===== src/hdl/crf_pkg.sv =====
// shared types, constants and helpers of the clipped rectangle fill engine
package crf_pkg;

  localparam int MAX_WIDTH  = 64;
  localparam int MAX_HEIGHT = 64;
  localparam int PIXEL_BITS = 32;
  localparam int FRAME_AW   = $clog2(MAX_WIDTH * MAX_HEIGHT);
  localparam int XW         = $clog2(MAX_WIDTH);
  localparam int YW         = $clog2(MAX_HEIGHT);

  localparam logic [2:0] ACT_FILL   = 3'd0;
  localparam logic [2:0] ACT_PUSH   = 3'd1;
  localparam logic [2:0] ACT_POP    = 3'd2;
  localparam logic [2:0] ACT_RECALC = 3'd3;
  localparam logic [2:0] ACT_READ   = 3'd4;

  localparam logic [1:0] ST_OK    = 2'd0;
  localparam logic [1:0] ST_NONE  = 2'd1;
  localparam logic [1:0] ST_FULL  = 2'd2;
  localparam logic [1:0] ST_EMPTY = 2'd3;

  localparam logic cfg_frame_width  = 1'b0;
  localparam logic cfg_frame_height = 1'b1;

  typedef enum logic [2:0] {
    K_FILL, K_PUSH, K_POP, K_RECALC, K_READ, K_NOP
  } kind_t;

  typedef struct packed {
    kind_t                 kind;
    logic [7:0]            rect_x;
    logic [7:0]            rect_y;
    logic [7:0]            rect_width;
    logic [7:0]            rect_height;
    logic [PIXEL_BITS-1:0] fill_color;
    logic                  recompute;
  } cmd_t;

  typedef enum logic [2:0] {
    S_CLEAR, S_IDLE, S_EXEC, S_SETUP, S_FILL, S_RECALC, S_RDWAIT, S_EMIT
  } state_t;

  function automatic logic [6:0] narrow(input logic [6:0] s, input logic [7:0] off,
                                        input logic [7:0] bs, input logic [7:0] cap);
    logic [7:0] d;
    logic [7:0] n;
    d = {1'b0, s} - off;
    if ({1'b0, s} >= off) n = (d < bs) ? d : bs;
    else n = bs;
    if (n > cap) n = cap;
    return n[6:0];
  endfunction

endpackage


===== src/hdl/crf_queue.sv =====
// two-entry command queue between front and back
module crf_queue (
  input  logic          clk,
  input  logic          rst,
  input  logic          push,
  input  crf_pkg::cmd_t push_item,
  output logic          full,
  input  logic          pop,
  output logic          valid,
  output crf_pkg::cmd_t head
);

  crf_pkg::cmd_t entry [2];
  logic          wr_ptr;
  logic          rd_ptr;
  logic [1:0]    fill;

  assign full  = (fill == 2'd2);
  assign valid = (fill != 2'd0);
  assign head  = entry[rd_ptr];

  always_ff @(posedge clk) begin
    if (push) entry[wr_ptr] <= push_item;
  end

  always_ff @(posedge clk) begin
    if (rst) begin
      wr_ptr <= 1'b0;
      rd_ptr <= 1'b0;
      fill   <= 2'd0;
    end else begin
      if (push) wr_ptr <= ~wr_ptr;
      if (pop) rd_ptr <= ~rd_ptr;
      fill <= fill + {1'b0, push} - {1'b0, pop};
    end
  end

endmodule


===== config.mk =====
export PLATFORM = sky130hd
export DESIGN_NAME = crf_queue
export DESIGN_NICKNAME = d
export VERILOG_FILES = /design/src/hdl/crf_pkg.sv /design/src/hdl/crf_queue.sv
export SDC_FILE = /design/constraint.sdc
export NUM_CORES = 1
export LEC_CHECK = 0
export ABC_AREA = 1
export BUFFER_PORTS_ARGS = -buffer_cell sky130_fd_sc_hd__buf_2
export CAP_MARGIN = 20
export CELL_PAD_IN_SITES_DETAIL_PLACEMENT = 1
export CELL_PAD_IN_SITES_GLOBAL_PLACEMENT = 1
export CORE_MARGIN = 2
export CORE_UTILIZATION = 30
export DETAILED_ROUTE_END_ITERATION = 16
export GPL_TIMING_DRIVEN = 0
export PLACE_DENSITY_LB_ADDON = 0.3
export SLEW_MARGIN = 20
export SYNTH_ARGS = -nofsm -noshare
export SYNTH_HDL_FRONTEND = slang
export SYNTH_SLANG_ARGS = --single-unit

===== constraint.sdc =====
create_clock -name clk -period 4.2 [get_ports clk]
set_input_delay 0.63 -clock clk [delete_from_list [all_inputs] [get_ports clk]]
set_output_delay 0.63 -clock clk [all_outputs]
set_load 0.005 [all_outputs]

==> Word-level counts from Yosys, hierarchy flattened <==
Memory sizes are Yosys's and may differ from the RTL's. A register that Yosys moved wholly into a read port is not among the register bits.
Index checks and enable logic that the tools add are counted.
{ "word_totals": {"wordCells": 14, "regBits": 4, "ram_bits": 136, "memories": 1} }
{ "op_classes": {"addsub": 2, "eq_ne": 1, "mux": 4, "bitwise_logic": 2, "n_reduce_logical": 1} }
{ "mem_list": {"columns": ["memory", "words", "word_bits", "read_ports", "rd_clocked_by_memory_dff", "write_ports", "line", "rtl"], "rows": [
  ["entry", 2, 68, 1, 1, 1, "crf_queue.sv:13", "crf_pkg::cmd_t entry [2];"]
]} }
{ "ops": {"columns": ["cell", "count"], "rows": [
  ["1-bit 2-to-1 mux", 4],
  ["2-bit by 1-bit adder with 2-bit output", 1],
  ["2-bit equality test, second input constant", 1],
  ["1-bit inverter", 2],
  ["2-bit nonzero test", 1],
  ["2-bit by 1-bit subtractor with 2-bit output", 1]
]} }

==> Logic depth before layout (Yosys ltp) <==
{ "depth": {"ltp_word": 3, "mapped_depth": 9, "ltp_nobuf": 9} }

==> Worst setup path after synthesis <==
OpenSTA, ideal clock, no wires.
{ "synth_path": {"path_kind": "input-to-reg", "startpoint": "input push", "endpoint": "memory entry[0][0] (netlist name) (enable)", "path_buffers": 0, "arrival_ns": 3.521, "setup_slack_ns": 0.183, "path_stages": 2, "setup_time_ns": 0.496, "required_ns": 3.704, "path_cell_list": "inv_1 nor2_1"} }
{ "synth_between": {"elab_chain_cells": 2} }
{ "synth_rtl": {"columns": ["item", "line", "rtl"], "rows": [
  ["start, declared", "crf_queue.sv:5", "input logic push,"],
  ["1-bit 2-to-1 mux", "crf_queue.sv:23", "if (push) entry[wr_ptr] <= push_item;"],
  ["1-bit 2-to-1 mux (implied by the code)", "crf_queue.sv:23", null],
  ["end, declared", "crf_queue.sv:13", null]
]} }
No other way between the ends.

==> key figures <==
Timing
  – Crit share post-route: 54.0%
  – Max-slew violations: 0
  – Final hold vios: 0
  – Fmax: between 0.4 and 0.5 GHz
  – Setup violators final: 0
  – RSZ-0062 raised after global routing: false
  – Tmin final: between 2000 and 2500 ps
  – Max_slew headroom: about 66%
  – Final setup margin: 1930 ps
  – Setup Skew: 6.61 ps
  – Hold slack: roughly 400 ps
  – Tightest Pin Transition: around 520 ps

Power and ir drop
  – Sw Ratio: a little over a fifth
  – Comb power frac: 9.7%
  – Clk pwr share: a little over two fifths
  – Overall power: around 3.5 mW
  – Sequential power share: 47.5%
  – Leakage power: around 2.7 nW
  – Peak VDD IR: 0.000277 V
  – PwrDens: 502 nW/um^2
  – NetSw: 0.731 mW
  – Internal Power: 2.73 mW

Yosys
  – Gate Count Post-Synth: around 240
  – Post-synth top cells: edfxtp_1, mux2_2, mux2_4
  – Count leader, synth: edfxtp_1
  – Yosys warns: 0
  – Top post-synthesis cells by area: edfxtp_1, mux2_2, mux2_4
  – Synthesized Nets: about 320
  – Post-Syn Area: around 5200 um^2
  – Post-synthesis sequential area ratio: approximately 80%
  – Netlist cell types: 15
  – Async SR Flop Fraction: 0%
  – Yosys reg bits: between 100 and 150
  – Synth top area share: 78.2%
  – Cell taking the most area after synthesis: edfxtp_1
  – Syn avg cell area: 21.5 um^2
  – EDFF count, synth: around 140
  – Ys flop type: edfxtp_1

Setup path
  – Worst setup SP type: flip-flop
  – CP peak stage delay: between 300 and 400 ps
  – Most used cell, CP: buf_6
  – CP cell instances: buf_6 > buf_6 > buf_8 > mux2_4 > buf_2
  – CP Class: reg2out
  – Reg2reg end: entry[1][50]$_DFFE_PP_
  – R2R cell count: 3
  – Critical path arrival: approximately 1600 ps
  – CP max stage cell: dfxtp_1
  – Worst EP required: approximately 3600 ps
  – Worst reg2reg setup slack: between 2000 and 3000 ps
  – Worst setup EP type: output pin
  – Worst Path Max Fanout: 10
  – Reg-to-Reg Start: wr_ptr$_SDFFE_PP0P_

Clock network
  – Clk slew on worst S/H paths: 60 ps
  – Post-CTS Resized: 0
  – CTS tree: yes
  – CTS Root Cell: clkbuf_16
  – Cts hold-fix bufs: 0
  – CTS Buf Count: 17
  – H-Tree Depth: 4
  – Setup Buffers After CTS: 0
  – Sinks on Clock Net: ~140
  – Clk Latency, worst-skew pair: a little over 400 ps
  – Clock Path Buffers: 2

Die
  – Num rows: 48
  – Ports: 142
  – Die Y-Extent: 136 um
  – Core Footprint: ~17000 um^2
  – Initial core utilization: between 30% and 40%
  – Die W: roughly 140 um
  – Full die area: about 18000 um^2

Cells and area
  – Area grow syn2layout: 32.2%
  – Share of post-route cells with drive strength above 1: 59.5%
  – Multi-input logic area: 942 um^2
  – Nets: 481
  – Filler cells: approximately 1800
  – Register area: between 4000 and 5000 um^2

Placed design
  – Setup slack at placement: 2200 ps
  – Port-buffer cells: 141
  – GP Congestion: around 0.65
  – Hpwl dp: between 6000 and 7000 um

Global routing
  – Overall routing resource usage: 11.5%
  – Vias in the first global route: approximately 3000
  – Largest net degree at the start of global routing: 37
  – Initial antenna violation count: 1
  – First-pass GRT wire length: ~15000 um
  – Grt ovf: 0

Drt
  – DRT antenna net count: 0
  – Routed wire per std cell: between 15 and 20 um
  – Post-Route WL: between 10000 and 15000 um
  – Vias per inst: ~4.2
  – First DRT Iteration DRCs: 98
  – Residual DRC: 0
  – First-pass DRT Iterations: 4
  – Via total after detailed routing: 2733

Min path
  – Worst hold path type: in2reg
  – Hold path depth: 1
  – WHS Endpoint: entry[1][40]$_DFFE_PP_
  – Hold path start: push_item[40]

Outcome
  – Status: finished, final reports clean

Job
  – Max Cap Viol: 0
[flip-flops by register name, indices dropped and copies added, names as in the netlist, named ones only]
register,flops
wr_ptr,1
entry,136
rd_ptr,1
fill,2
[critical path: cells and delay by family (launching register included)]
family,cells,cell delay [ps]
multiplexers,1,310
flip-flops,1,320
buffers and inverters,4,600
[cell families after synthesis]
family                   synth area share, %
multiplexers                            16.1
adder cells (fa/ha/maj)                0.479
buffers and inverters                   1.97
flip-flops                              80.1
AO/OA/AOI/OAI                         0.0958
AND/OR/NAND/NOR                         1.05
XOR/XNOR                               0.168
[per-stage QoR]
| stage | area (um^2) | std cells | utilization (%) | setup TNS [ps] |
|---|---|---|---|---|
| 6_report | 6900 | 646 | 40.2 | 0 |
| 5_1_grt | 6900 | 646 | 40.2 | 0 |
| 4_1_cts | 6900 | 645 | 40.2 | 0 |
| 3_5_place_dp | 6320 | 613 | 36.8 | 0 |
| 3_3_place_gp | 6210 | 609 | 36.1 | -128860 |
| 2_1_floorplan | 5220 | 243 | - | 0 |
[per-layer routing]
metal / track usage, % / vias up / share of wire (%)
met5: 0 / - / 0
met2: 19.8 / 92 / 52
met3: 5.29 / 17 / 7.5
li1: - / 1270 / -
met4: 5.32 / 0 / 1.9
met1: 12.0 / 1354 / 39
[cell type report]
cell class                      count  area share (%)
Timing Repair Buffer              145            11.7
Clock buffer                       19            6.27
Clock inverter                     13            2.14
Tap cell                          225            4.08
Inverter                            8           0.471
Sequential cell                   141            60.6
Multi-Input combinational cell     86            13.6
Antenna cell                        1          0.0362
Buffer                              8            1.05
[power by group through the flow]
stage	clock network (mW)	registers, mW	logic (mW)
2_1_floorplan	0	1.68	0.179
3_3_place_gp	0	1.68	0.319
3_5_place_dp	0	1.68	0.345
4_1_cts	1.53	1.65	0.347
5_1_grt	1.59	1.65	0.369
6_report	1.48	1.65	0.334
[worst max path at each step]
stage	endpoint	from
2_1_floorplan	entry[0][0]$_DFFE_PP_	push
3_3_place_gp	entry[0][52]$_DFFE_PP_	push
3_5_place_dp	entry[0][48]$_DFFE_PP_	push
4_1_cts	head[62]	flip-flop
5_1_grt	head[62]	flip-flop
6_report	head[62]	flip-flop
[layout by cell type (no fill, tap or decap), types with 2 or more instances in the layout]
cell	n
buf_2	145
edfxtp_1	136
mux2_2	48
mux2_4	20
clkbuf_16	17
inv_1	7
nor2_1	6
nand2_1	5
dfxtp_1	5
bufinv_16	3
clkinv_2	3
clkinvlp_4	3
clkinv_1	3
buf_16	3
buf_6	2
buf_8	2
ha_1	2
clkbuf_1	2
(Power assumes the default switching activity.)
